[config.mk]
export PLATFORM = sky130hd
export DESIGN_NAME = glyph_grid_atlas_placer
export DESIGN_NICKNAME = d
export VERILOG_FILES = /design/src/rtl/gga_pkg.sv /design/src/rtl/glyph_grid_atlas_placer.sv /design/src/rtl/gga_store.sv /design/src/rtl/gga_span.sv /design/src/rtl/gga_seq.sv
export VERILOG_INCLUDE_DIRS = /design/src /design/src/rtl
export SDC_FILE = /design/constraint.sdc
export NUM_CORES = 2
export LEC_CHECK = 0
export ABC_AREA = 1
export BUFFER_PORTS_ARGS = -buffer_cell sky130_fd_sc_hd__buf_2
export CORE_MARGIN = 4
export CORE_UTILIZATION = 27
export CTS_BUF_LIST = sky130_fd_sc_hd__clkbuf_4
export DETAILED_ROUTE_END_ITERATION = 6
export SYNTH_ARGS = -nofsm -noshare
export SYNTH_HDL_FRONTEND = slang
export SYNTH_HIERARCHICAL = 1
export SYNTH_SLANG_ARGS = --single-unit
[constraint.sdc]
create_clock -name i_clk -period 8.7 [get_ports i_clk]
set_input_delay 0.435 -clock i_clk [delete_from_list [all_inputs] [get_ports i_clk]]
set_output_delay 0.435 -clock i_clk [all_outputs]
set_load 0.005 [all_outputs]
[src/rtl/assert_macros.svh]
// ----------------------------------------------------------------------------
// assert_macros.svh
// Concurrent assertion macros used by glyph_grid_atlas_placer.
// ----------------------------------------------------------------------------
`ifndef ASSERT_MACROS_SVH
`define ASSERT_MACROS_SVH

// The consequent must hold in the same cycle as the antecedent.
`define ASSERT_SAME(label, clk, rst_n, ante, cons, msg) \
    label: assert property (@(posedge clk) disable iff (!rst_n) (ante) |-> (cons)) \
        else $error(msg);

// The consequent must hold in the cycle after the antecedent.
`define ASSERT_NEXT(label, clk, rst_n, ante, cons, msg) \
    label: assert property (@(posedge clk) disable iff (!rst_n) (ante) |=> (cons)) \
        else $error(msg);

`endif

[src/rtl/gga_pkg.sv]
// ----------------------------------------------------------------------------
// gga_pkg
// Types, constants and helper functions of the glyph grid atlas placer.
// ----------------------------------------------------------------------------
package gga_pkg;

    localparam int MAX_GLYPHS_DEF = 64;
    localparam int CELL_W         = 15;

    typedef struct packed {
        logic [7:0]         glyph_code;
        logic signed [11:0] pos_x;
        logic signed [11:0] pos_y;
        logic [9:0]         box_w;
        logic [9:0]         box_h;
        logic               final_glyph;
    } t_in;

    typedef struct packed {
        logic [7:0]  out_code;
        logic [17:0] place_x;
        logic [17:0] place_y;
        logic [9:0]  out_w;
        logic [9:0]  out_h;
        logic [18:0] atlas_width;
        logic [18:0] atlas_height;
        logic        end_of_run;
    } t_out;

    typedef struct packed {
        logic [7:0]         code;
        logic signed [11:0] x;
        logic signed [11:0] y;
        logic [9:0]         w;
        logic [9:0]         h;
    } t_glyph;

    typedef struct packed {
        logic [CELL_W-1:0]  cell_w;
        logic [CELL_W-1:0]  cell_h;
        logic signed [11:0] base_x;
        logic signed [11:0] base_y;
    } t_cell;

    typedef struct packed {
        logic upd;
        logic first;
        logic calc;
    } t_span_ctl;

    typedef enum logic [1:0] {
        S_LOAD,
        S_CALC,
        S_EMIT
    } t_state;

    typedef struct packed {
        t_state state;
        logic   wr_en;
        logic   rd_en;
    } t_seq_stat;

    // Smallest power of two at or above v; zero maps to zero.
    function automatic logic [CELL_W-1:0] pow2_ceil(input logic [CELL_W-2:0] v);
        logic [CELL_W-2:0] m;
        m = v - 1'b1;
        m = m | (m >> 1);
        m = m | (m >> 2);
        m = m | (m >> 4);
        m = m | (m >> 8);
        if (v == '0) begin
            return '0;
        end
        return {1'b0, m} + 1'b1;
    endfunction

endpackage

[src/rtl/glyph_grid_atlas_placer.sv]
// ----------------------------------------------------------------------------
// glyph_grid_atlas_placer
// Collects a set of glyph boxes and places each one in a 16 by 16 grid atlas.
// ----------------------------------------------------------------------------
// Glyphs load at one beat per cycle while the input is not stalled into a
// single-port-write, single-port-read store of MAX_GLYPHS entries while the
// bounding box of the set is tracked; glyphs beyond MAX_GLYPHS are dropped.
// The beat marked final is followed by a state that sizes the grid cell, then
// the stored glyphs stream out in load order at up to one result per cycle
// while the output is not stalled, via the registered store read and result
// register. The input stays stalled until the last glyph enters the result
// register, which output stalls delay. The store needs no clearing after reset.
`include "assert_macros.svh"

module glyph_grid_atlas_placer #(
    parameter int MAX_GLYPHS = gga_pkg::MAX_GLYPHS_DEF
) (
    input  logic          i_clk,
    input  logic          i_rst_n,
    input  gga_pkg::t_in  i_in,
    input  logic          i_in_valid,
    output logic          o_in_stall,
    output gga_pkg::t_out o_out,
    output logic          o_out_valid,
    input  logic          i_out_stall
);
    import gga_pkg::*;

    localparam int ADDR_W = (MAX_GLYPHS > 1) ? $clog2(MAX_GLYPHS) : 1;

    t_span_ctl         span_ctl;
    t_cell             grid;
    t_seq_stat         stat;
    logic              wr_en;
    logic [ADDR_W-1:0] wr_addr;
    t_glyph            wr_data;
    logic              rd_en;
    logic [ADDR_W-1:0] rd_addr;
    t_glyph            rd_data;

    gga_store #(
        .DEPTH  (MAX_GLYPHS),
        .ADDR_W (ADDR_W)
    ) u_store (
        .i_clk     (i_clk),
        .i_wr_en   (wr_en),
        .i_wr_addr (wr_addr),
        .i_wr_data (wr_data),
        .i_rd_en   (rd_en),
        .i_rd_addr (rd_addr),
        .o_rd_data (rd_data)
    );

    gga_span u_span (
        .i_clk   (i_clk),
        .i_rst_n (i_rst_n),
        .i_ctl   (span_ctl),
        .i_in    (i_in),
        .o_cell  (grid)
    );

    gga_seq #(
        .MAX_GLYPHS (MAX_GLYPHS),
        .ADDR_W     (ADDR_W)
    ) u_seq (
        .i_clk       (i_clk),
        .i_rst_n     (i_rst_n),
        .i_in        (i_in),
        .i_in_valid  (i_in_valid),
        .o_in_stall  (o_in_stall),
        .o_out       (o_out),
        .o_out_valid (o_out_valid),
        .i_out_stall (i_out_stall),
        .i_cell      (grid),
        .o_span_ctl  (span_ctl),
        .o_wr_en     (wr_en),
        .o_wr_addr   (wr_addr),
        .o_wr_data   (wr_data),
        .o_rd_en     (rd_en),
        .o_rd_addr   (rd_addr),
        .i_rd_data   (rd_data),
        .o_stat      (stat)
    );

    `ASSERT_SAME(a_no_load_during_emit, i_clk, i_rst_n, stat.wr_en, !stat.rd_en,
        "Store written and read in the same cycle.")
    `ASSERT_NEXT(a_final_starts_calc, i_clk, i_rst_n,
        i_in_valid && !o_in_stall && i_in.final_glyph, stat.state == S_CALC,
        "Final beat did not start cell sizing.")
    `ASSERT_NEXT(a_calc_then_emit, i_clk, i_rst_n, stat.state == S_CALC,
        stat.state == S_EMIT, "Cell sizing not followed by emission.")
    `ASSERT_SAME(a_read_only_in_emit, i_clk, i_rst_n, stat.rd_en,
        stat.state == S_EMIT, "Store read outside emission.")

endmodule

[src/rtl/gga_store.sv]
// ----------------------------------------------------------------------------
// gga_store
// Glyph store: one write port and one read port with registered read data.
// ----------------------------------------------------------------------------
module gga_store #(
    parameter int DEPTH  = gga_pkg::MAX_GLYPHS_DEF,
    parameter int ADDR_W = (DEPTH > 1) ? $clog2(DEPTH) : 1
) (
    input  logic               i_clk,
    input  logic               i_wr_en,
    input  logic [ADDR_W-1:0]  i_wr_addr,
    input  gga_pkg::t_glyph    i_wr_data,
    input  logic               i_rd_en,
    input  logic [ADDR_W-1:0]  i_rd_addr,
    output gga_pkg::t_glyph    o_rd_data
);
    import gga_pkg::*;

    t_glyph r_mem [DEPTH];
    t_glyph r_rd_data;

    always_ff @(posedge i_clk) begin
        if (i_wr_en) begin
            r_mem[i_wr_addr] <= i_wr_data;
        end
    end

    always_ff @(posedge i_clk) begin
        if (i_rd_en) begin
            r_rd_data <= r_mem[i_rd_addr];
        end
    end

    assign o_rd_data = r_rd_data;

endmodule

[src/rtl/gga_span.sv]
// ----------------------------------------------------------------------------
// gga_span
// Bounding box tracker of the glyph set and grid cell sizing.
// ----------------------------------------------------------------------------
module gga_span (
    input  logic               i_clk,
    input  logic               i_rst_n,
    input  gga_pkg::t_span_ctl i_ctl,
    input  gga_pkg::t_in       i_in,
    output gga_pkg::t_cell     o_cell
);
    import gga_pkg::*;

    logic signed [11:0] r_min_x, n_min_x;
    logic signed [11:0] r_min_y, n_min_y;
    logic signed [12:0] r_max_x, n_max_x;
    logic signed [12:0] r_max_y, n_max_y;
    t_cell              r_cell, n_cell;

    logic signed [12:0] ex;
    logic signed [12:0] ey;
    logic [12:0]        span_w;
    logic [12:0]        span_h;

    always_comb begin
        ex     = $signed({i_in.pos_x[11], i_in.pos_x}) + $signed({3'b000, i_in.box_w});
        ey     = $signed({i_in.pos_y[11], i_in.pos_y}) + $signed({3'b000, i_in.box_h});
        span_w = 13'(r_max_x - $signed({r_min_x[11], r_min_x}));
        span_h = 13'(r_max_y - $signed({r_min_y[11], r_min_y}));

        n_min_x = r_min_x;
        n_min_y = r_min_y;
        n_max_x = r_max_x;
        n_max_y = r_max_y;
        if (i_ctl.upd) begin
            if (i_ctl.first || (i_in.pos_x < r_min_x)) begin
                n_min_x = i_in.pos_x;
            end
            if (i_ctl.first || (i_in.pos_y < r_min_y)) begin
                n_min_y = i_in.pos_y;
            end
            if (i_ctl.first || (ex > r_max_x)) begin
                n_max_x = ex;
            end
            if (i_ctl.first || (ey > r_max_y)) begin
                n_max_y = ey;
            end
        end

        n_cell = r_cell;
        if (i_ctl.calc) begin
            n_cell.cell_w = pow2_ceil({span_w, 1'b0});
            n_cell.cell_h = pow2_ceil({1'b0, span_h} + 14'd2);
            n_cell.base_x = r_min_x;
            n_cell.base_y = r_min_y;
        end
    end

    always_ff @(posedge i_clk) begin
        if (!i_rst_n) begin
            r_min_x <= '0;
            r_min_y <= '0;
            r_max_x <= '0;
            r_max_y <= '0;
        end else begin
            r_min_x <= n_min_x;
            r_min_y <= n_min_y;
            r_max_x <= n_max_x;
            r_max_y <= n_max_y;
        end
    end

    always_ff @(posedge i_clk) begin
        r_cell <= n_cell;
    end

    assign o_cell = r_cell;

endmodule

[src/rtl/gga_seq.sv]
// ----------------------------------------------------------------------------
// gga_seq
// Load and emit sequencer: store addressing, read stage and result register.
// ----------------------------------------------------------------------------
module gga_seq #(
    parameter int MAX_GLYPHS = gga_pkg::MAX_GLYPHS_DEF,
    parameter int ADDR_W     = (MAX_GLYPHS > 1) ? $clog2(MAX_GLYPHS) : 1
) (
    input  logic               i_clk,
    input  logic               i_rst_n,
    input  gga_pkg::t_in       i_in,
    input  logic               i_in_valid,
    output logic               o_in_stall,
    output gga_pkg::t_out      o_out,
    output logic               o_out_valid,
    input  logic               i_out_stall,
    input  gga_pkg::t_cell     i_cell,
    output gga_pkg::t_span_ctl o_span_ctl,
    output logic               o_wr_en,
    output logic [ADDR_W-1:0]  o_wr_addr,
    output gga_pkg::t_glyph    o_wr_data,
    output logic               o_rd_en,
    output logic [ADDR_W-1:0]  o_rd_addr,
    input  gga_pkg::t_glyph    i_rd_data,
    output gga_pkg::t_seq_stat o_stat
);
    import gga_pkg::*;

    localparam int CNT_W = $clog2(MAX_GLYPHS + 1);

    t_state           r_state, n_state;
    logic [CNT_W-1:0] r_count, n_count;
    logic [CNT_W-1:0] r_rd_addr, n_rd_addr;
    logic             r_rd_vld, n_rd_vld;
    logic             r_rd_last, n_rd_last;
    logic             r_out_vld, n_out_vld;
    t_out             r_out, n_out;

    logic             load_beat;
    logic             store_ok;
    logic             wr_en;
    logic             move;
    logic             rd_issue;
    logic             emit_done;
    logic             in_stall;
    logic             calc;
    logic             emit;
    logic [17:0]      off_x;
    logic [17:0]      off_y;
    logic [12:0]      dx;
    logic [12:0]      dy;

    always_comb begin
        in_stall = 1'b1;
        calc     = 1'b0;
        emit     = 1'b0;
        case (r_state)
            S_LOAD: in_stall = 1'b0;
            S_CALC: calc     = 1'b1;
            S_EMIT: emit     = 1'b1;
            default: in_stall = 1'b1;
        endcase
    end

    always_comb begin
        load_beat = i_in_valid && !in_stall;
        store_ok  = r_count < CNT_W'(MAX_GLYPHS);
        wr_en     = load_beat && store_ok;
        move      = r_rd_vld && (!r_out_vld || !i_out_stall);
        rd_issue  = emit && (r_rd_addr != r_count) && (!r_rd_vld || move);
        emit_done = move && r_rd_last;
    end

    always_comb begin
        n_state = r_state;
        case (r_state)
            S_LOAD: begin
                if (load_beat && i_in.final_glyph) begin
                    n_state = S_CALC;
                end
            end
            S_CALC: n_state = S_EMIT;
            S_EMIT: begin
                if (emit_done) begin
                    n_state = S_LOAD;
                end
            end
            default: n_state = S_LOAD;
        endcase
    end

    always_comb begin
        n_count   = r_count;
        n_rd_addr = r_rd_addr;
        n_rd_vld  = r_rd_vld;
        n_rd_last = r_rd_last;
        if (wr_en) begin
            n_count = r_count + 1'b1;
        end
        if (move) begin
            n_rd_vld = 1'b0;
        end
        if (rd_issue) begin
            n_rd_vld  = 1'b1;
            n_rd_last = (r_rd_addr + 1'b1) == r_count;
            n_rd_addr = r_rd_addr + 1'b1;
        end
        if (emit_done) begin
            n_count   = '0;
            n_rd_addr = '0;
        end
    end

    always_comb begin
        dx    = 13'($signed({i_rd_data.x[11], i_rd_data.x})
                    - $signed({i_cell.base_x[11], i_cell.base_x}));
        dy    = 13'($signed({i_rd_data.y[11], i_rd_data.y})
                    - $signed({i_cell.base_y[11], i_cell.base_y}));
        off_x = 18'(i_rd_data.code[3:0]) * 18'(i_cell.cell_w);
        off_y = 18'(i_rd_data.code[7:4]) * 18'(i_cell.cell_h);

        n_out_vld = r_out_vld && i_out_stall;
        n_out     = r_out;
        if (move) begin
            n_out_vld          = 1'b1;
            n_out.out_code     = i_rd_data.code;
            n_out.place_x      = off_x + 18'(dx);
            n_out.place_y      = off_y + 18'(dy);
            n_out.out_w        = i_rd_data.w;
            n_out.out_h        = i_rd_data.h;
            n_out.atlas_width  = {i_cell.cell_w, 4'b0000};
            n_out.atlas_height = {i_cell.cell_h, 4'b0000};
            n_out.end_of_run   = r_rd_last;
        end
    end

    always_ff @(posedge i_clk) begin
        if (!i_rst_n) begin
            r_state   <= S_LOAD;
            r_count   <= '0;
            r_rd_addr <= '0;
            r_rd_vld  <= 1'b0;
            r_rd_last <= 1'b0;
            r_out_vld <= 1'b0;
        end else begin
            r_state   <= n_state;
            r_count   <= n_count;
            r_rd_addr <= n_rd_addr;
            r_rd_vld  <= n_rd_vld;
            r_rd_last <= n_rd_last;
            r_out_vld <= n_out_vld;
        end
    end

    always_ff @(posedge i_clk) begin
        r_out <= n_out;
    end

    assign o_in_stall       = in_stall;
    assign o_out            = r_out;
    assign o_out_valid      = r_out_vld;
    assign o_span_ctl.upd   = wr_en;
    assign o_span_ctl.first = r_count == '0;
    assign o_span_ctl.calc  = calc;
    assign o_wr_en          = wr_en;
    assign o_wr_addr        = r_count[ADDR_W-1:0];
    assign o_wr_data.code   = i_in.glyph_code;
    assign o_wr_data.x      = i_in.pos_x;
    assign o_wr_data.y      = i_in.pos_y;
    assign o_wr_data.w      = i_in.box_w;
    assign o_wr_data.h      = i_in.box_h;
    assign o_rd_en          = rd_issue;
    assign o_rd_addr        = r_rd_addr[ADDR_W-1:0];
    assign o_stat.state     = r_state;
    assign o_stat.wr_en     = wr_en;
    assign o_stat.rd_en     = rd_issue;

endmodule
---- Yosys cells after proc, flatten, opt, wreduce, memory -nomap -nowiden ----
Memories as Yosys holds them, arrays and structs flattened. A register that Yosys moved wholly into a read port is not among the register bits.
Index checks and enable logic that the tools add are counted.
word-level totals
  memory bits (writable) .................. 3328
  flip-flop bits (word level) ............. 218
  output and inout port bits .............. 105
  input port bits ......................... 57
  word-level logic and storage cells ...... 107
  memories kept ........................... 1
memory list
  name           depth  bits a word  rd ports  clocked after Yosys merged registers in  wr ports  line             RTL
  u_store.r_mem  64     52           1         1                                        1         gga_store.sv:19  t_glyph r_mem [DEPTH];
cells by class
  equality and inequality tests ........... 6
  muxes and demuxes ....................... 19
  $lt $le $gt $ge ......................... 5
  add/sub/neg operators ................... 15
  multipliers ............................. 2
  bitwise gates (word level) .............. 9
  reductions and logical operators ........ 28
operator list
  kind                     number
  $mux W15                 4
  $add A18 B13 Y18         2
  $mul A4 B15 Y18          2
  $add A14 B1 Y15 const B  2
  $or A14 B10 Y14          2
  $or A14 B12 Y14          2
  $or A14 B13 Y14          2
  $or A14 B6 Y14           2
  $sub A14 B1 Y14 const B  2
  $add A12 B11 Y13         2
  $gt A13 B13 Y1           2
  $sub A12 B12 Y13         2
  $sub A13 B12 Y13         2
  $lt A12 B12 Y1           2
  $add A13 B2 Y14 const B  1
  $add A7 B1 Y7 const B    2
  $logic_not A14 Y1        1
  $logic_not A13 Y1        1
  $mux W1                  12
  $reduce_and A2 Y1        5
  $logic_and A1 B1 Y1      8
  $eq A7 B7 Y1             1
  $logic_not A7 Y1         1
  $lt A7 B7 Y1 const B     1
  13 further kinds         21

---- Longest topological paths before layout ----
  depth in word-level cells ............... 9
  depth in mapped cells ................... 30
  mapped depth without buffers ............ 28

---- By module ----
Netlist, hierarchy kept.
by module, submodules not included
  module     area each (µm²)  sequential area each (µm²)  cells each  instances
  gga_store  134791.8         101497.3                    10944       1
  gga_seq    10387.5          3233.1                      1258        1
  gga_span   8558.2           2592.5                      1134        1

---- Worst setup path before layout ----
OpenSTA, ideal clock, no wires.
  kind .................................... input to register
  from .................................... input port i_in_valid
  to ...................................... memory u_store/r_mem[48][0] (netlist bit) (enable)
  slack ................................... 1.758 ns
  stages .................................. 7
  path buffers ............................ 1
  required time ........................... 8.108 ns
  setup time .............................. 0.592 ns
  data arrival time ....................... 6.349 ns
  cells stage by stage .................... inv_1 -> nor2_1 -> nand2_1 -> inv_1 -> clkbuf_1 -> nand4_1 -> nor4_1
on the way
  cells in the longest elaborated chain, start to end .. 4
ends and longest elaborated chain
  item                           line                           RTL
  start: declaration             glyph_grid_atlas_placer.sv:21  input logic i_in_valid,
  $logic_and A1 B1 Y1            gga_seq.sv:66                  load_beat = i_in_valid && !in_stall;
  $logic_and A1 B1 Y1            gga_seq.sv:68                  wr_en = load_beat && store_ok;
  via wr_en                      glyph_grid_atlas_placer.sv:34  logic wr_en;
  $mux W1                        gga_store.sv:23                if (i_wr_en) begin
  $mux W1 (implied by the code)  gga_store.sv:24                r_mem[i_wr_addr] <= i_wr_data;
  end: declaration               gga_store.sv:19
The timed path passes the listed nets, and every way through them passes these cells.

---- Final worst setup path ----
  from .................................... input port i_in[33] (netlist bit)
  to ...................................... register u_span.r_max_x[12]
on the way
  cells in the longest elaborated chain, start to end .. 4
ends and longest elaborated chain
  item                         line                           RTL
  start: declaration           glyph_grid_atlas_placer.sv:20  input gga_pkg::t_in i_in,
  $add A12 B11 Y13             gga_span.sv:26                 ex = $signed({i_in.pos_x[11], i_in.pos_x}) + $signed({3'b000, i_in.box_w});
  via u_span.ex[10]            gga_span.sv:20                 logic signed [12:0] ex;
  $gt A13 B13 Y1               gga_span.sv:42                 if (i_ctl.first || (ex > r_max_x)) begin
  $logic_or A1 B1 Y1           gga_span.sv:42
  $reduce_and A2 Y1 (no line)  n/a
  end signal: assignment       gga_span.sv:68                 r_max_x <= n_max_x;
  end: declaration             gga_span.sv:16                 logic signed [12:0] r_max_x, n_max_x;
The timed path passes the listed nets, and every way through them passes these cells.
A chain may end at the register's enable or synchronous reset.

==> results.md <==
- Nets@finish: 14,200
- Clock Skew: 0.1576 ns
- MaxCap Viol Count: 0
- CP peak stage delay: 0.71 ns
- Status: finished, violations left
- Initial antenna violation count: 37
- Setup TNS: 0 ns
- Share of cells above drive strength 1: 13.04%
- Cell Rows: about 280
- Net Sw Frac: 26.66%
- R2R depth: 8
- Root Buffer: clkbuf_4
- Wire length per cell: 22.38 µm
- Pleak: ~63 nW
- # port buffers: 153
- RR Endpoint: u_store/r_mem[57][40]
- Worst Path Max Fanout: 24
- DRT Pass-1 Iters: 7
- Largest net degree at the start of global routing: 210
- Peak VDD IR: approximately 0.14 mV
- FILL cells: 57,330
- Post-CTS setup-driven buffer insertion count: 0
- WP data required: between 10 and 15 ns
- Number of global-route vias before repair: just over 100k
- Final setup violation count: 0
- Failing checks: design-rule violations
- Yosys warnings: 6
- TritonCTS buffer count: 878
- Power density of the placed cells: about 210 nW/µm²
- Crit path top cell by count: dlygate4sd3_1
- Worst-Skew Late Latency: 1.70 ns
- First-pass GRT wire length: ~700,000 µm
- Total GRT Usage: 16.21%
- Clock-pin slew on the worst setup and hold paths: ~0.06 ns
- RSZ-0062 raised after global routing: false
- Worst-margin pin slew: 1.431 ns
- Gp weighted congestion: 0.8412
- Die area: 581,500 µm²
- Kind of critical path: input pin to register
- Clock sinks: ~3,600
- Int Pwr: 27.26 mW
- Core ar.: 566,300 µm²
- Avg Cell Area, Syn: 11.53 µm²
- Die width: approximately 760 µm
- Hold crit path type: input pin to register
- Crit path to: u_span/r_max_x[12]
- Worst EP arrival: 8.45 ns
- Post-route ant nets: 0
- Final Critical Period: 6.939 ns
- Comb pwr share: 10.8%
- Post-place setup slack: 3.552 ns
- Total grt overflow: 0
- Crit. End Element: register
- Switch Pwr: 9.908 mW
- Clk buf depth: 4
- TritonCTS clock tree: yes
- Max-slew violations: 0
- Total number of vias: around 110k
- Initial Util: 27.14%
- Initial drt markers: between 10,000 and 15,000
- Reg2Reg Setup Slack: around 3.5 ns
- CP max-delay cell: dlygate4sd3_1
- Cell Area, Synth: 153,700 µm²
- Crit. Startpoint: i_in[33]
- Tot Pwr: 37.17 mW
- Power share of the clock group: a little under two fifths
- Reg power frac: 51.9%
- Slew margin rel.: under 10%
- Layout area overhead: 13.39%
- Post-Route WL: 493,500 µm
- Worst reg2reg startpoint: u_seq/r_state[1]
- Fmax: around 140 MHz
- PnR worst setup slack: 1.761 ns
- Cells after synthesis: ~13,000
- Critical Path Start Type: input pin
- Period utilization: 79.76%
- Die Span Y: 762.5 µm
- CTS H-tree depth: 6
- DRC violations left: 1
- Hpwl dp: 252,800 µm
- Via/cell ratio: 4.906
- Fin. Hold Viols: 0
- IO Count: 162
-- flip-flops by register name (all words and copies together), names as in the netlist, 2 cells and up --
register           flops
u_seq/r_count          7
u_span/r_max_y        13
u_span/r_min_x        12
u_span/r_max_x        13
u_store/r_mem       3328
u_store/o_rd_data     52
u_seq/o_out           95
u_span/r_min_y        12
u_seq/r_rd_addr        7
u_seq/r_state          2
u_span/o_cell         53
-- how the worst min path moves through the flow --
stage,end,slack (ns),start,cells past startpoint
2_1_floorplan,u_seq/o_out[39],0.40,u_store/o_rd_data[0],0
3_3_place_gp,u_span/o_cell[19],0.41,u_span/r_min_x[7],0
3_5_place_dp,u_span/o_cell[14],0.41,u_span/r_min_x[2],0
4_1_cts,u_store/r_mem[33][51],0.003,i_in[52],3
5_1_grt,u_store/r_mem[8][51],0.12,i_in[52],3
6_report,u_store/r_mem[8][51],0.14,i_in[52],3
-- power groups by stage --
stage	Combinational [mW]	Clock (mW)	Sequential (mW)
after CTS	3.99	14.1	19.3
after detailed placement	3.93	0	19.7
after floorplan	2.80	0	19.6
final	4.02	13.9	19.3
after global placement	3.90	0	19.7
after global routing	4.45	15.1	19.3
-- layout make-up --
type	count	area [µm²]	area share (%)
sequential	3597	107300	61.59
multi-input combinational	8421	40640	23.31
tap	7506	9392	5.388
clock buffer	1242	9324	5.349
timing repair buffer	492	3996	2.293
inverter	490	1888	1.083
clock inverter	273	1652	0.9476
antenna	26	65.06	0.03733
-- layer usage --
layer | GRT usage, % | routed length (µm) | vias to the layer above
met4 | 6.077 | 16650 | 0
li1 | - | - | 48300
met3 | 3.389 | 53780 | 887
met1 | 22.53 | 203800 | 52800
met5 | 0 | 0 | -
met2 | 24.84 | 219200 | 6180
-- what timing repair did --
| item | 4_1_cts | 5_1_grt |
|---|---|---|
| endpoints found under the hold margin | 3492 | 0 |
| resized for setup | 0 | 0 |
| hold buffers | 108 | 0 |
-- layout by cell type, fill, tap and decap left out, types with 68 or more instances in the layout --
cell type,n
a21oi_1,160
buf_2,152
buf_4,199
clkbuf_4,1242
clkinv_1,194
dlygate4sd3_1,108
edfxtp_1,3528
fa_1,80
ha_1,183
inv_1,469
nand2_1,4180
nand3_1,3214
nor2_1,139
nor2_4,68
o21ai_0,88
-- critical path: cells and delay by family --
| family | cells | cell delay (ns) |
|---|---|---|
| AND/OR/NAND/NOR | 9 | 1.35 |
| adder cells (fa/ha/maj) | 3 | 0.98 |
| buffers and inverters | 10 | 4.38 |
| XOR/XNOR | 1 | 0.22 |
| AO/OA/AOI/OAI | 8 | 1.09 |
-- per-stage QoR --
| stage | hold WS, ns | area [µm²] | utilization, % | cells |
|---|---|---|---|---|
| 2_1_floorplan | 0.4003 | 153700 | - | 13340 |
| 3_3_place_gp | 0.4103 | 162200 | 28.64 | 20400 |
| 3_5_place_dp | 0.4140 | 162200 | 28.64 | 20400 |
| 4_1_cts | 0.003003 | 174200 | 30.76 | 22020 |
| 5_1_grt | 0.1207 | 174300 | 30.77 | 22040 |
| 6_report | 0.1397 | 174300 | 30.78 | 22050 |
Power figures use the tool's default switching activity.
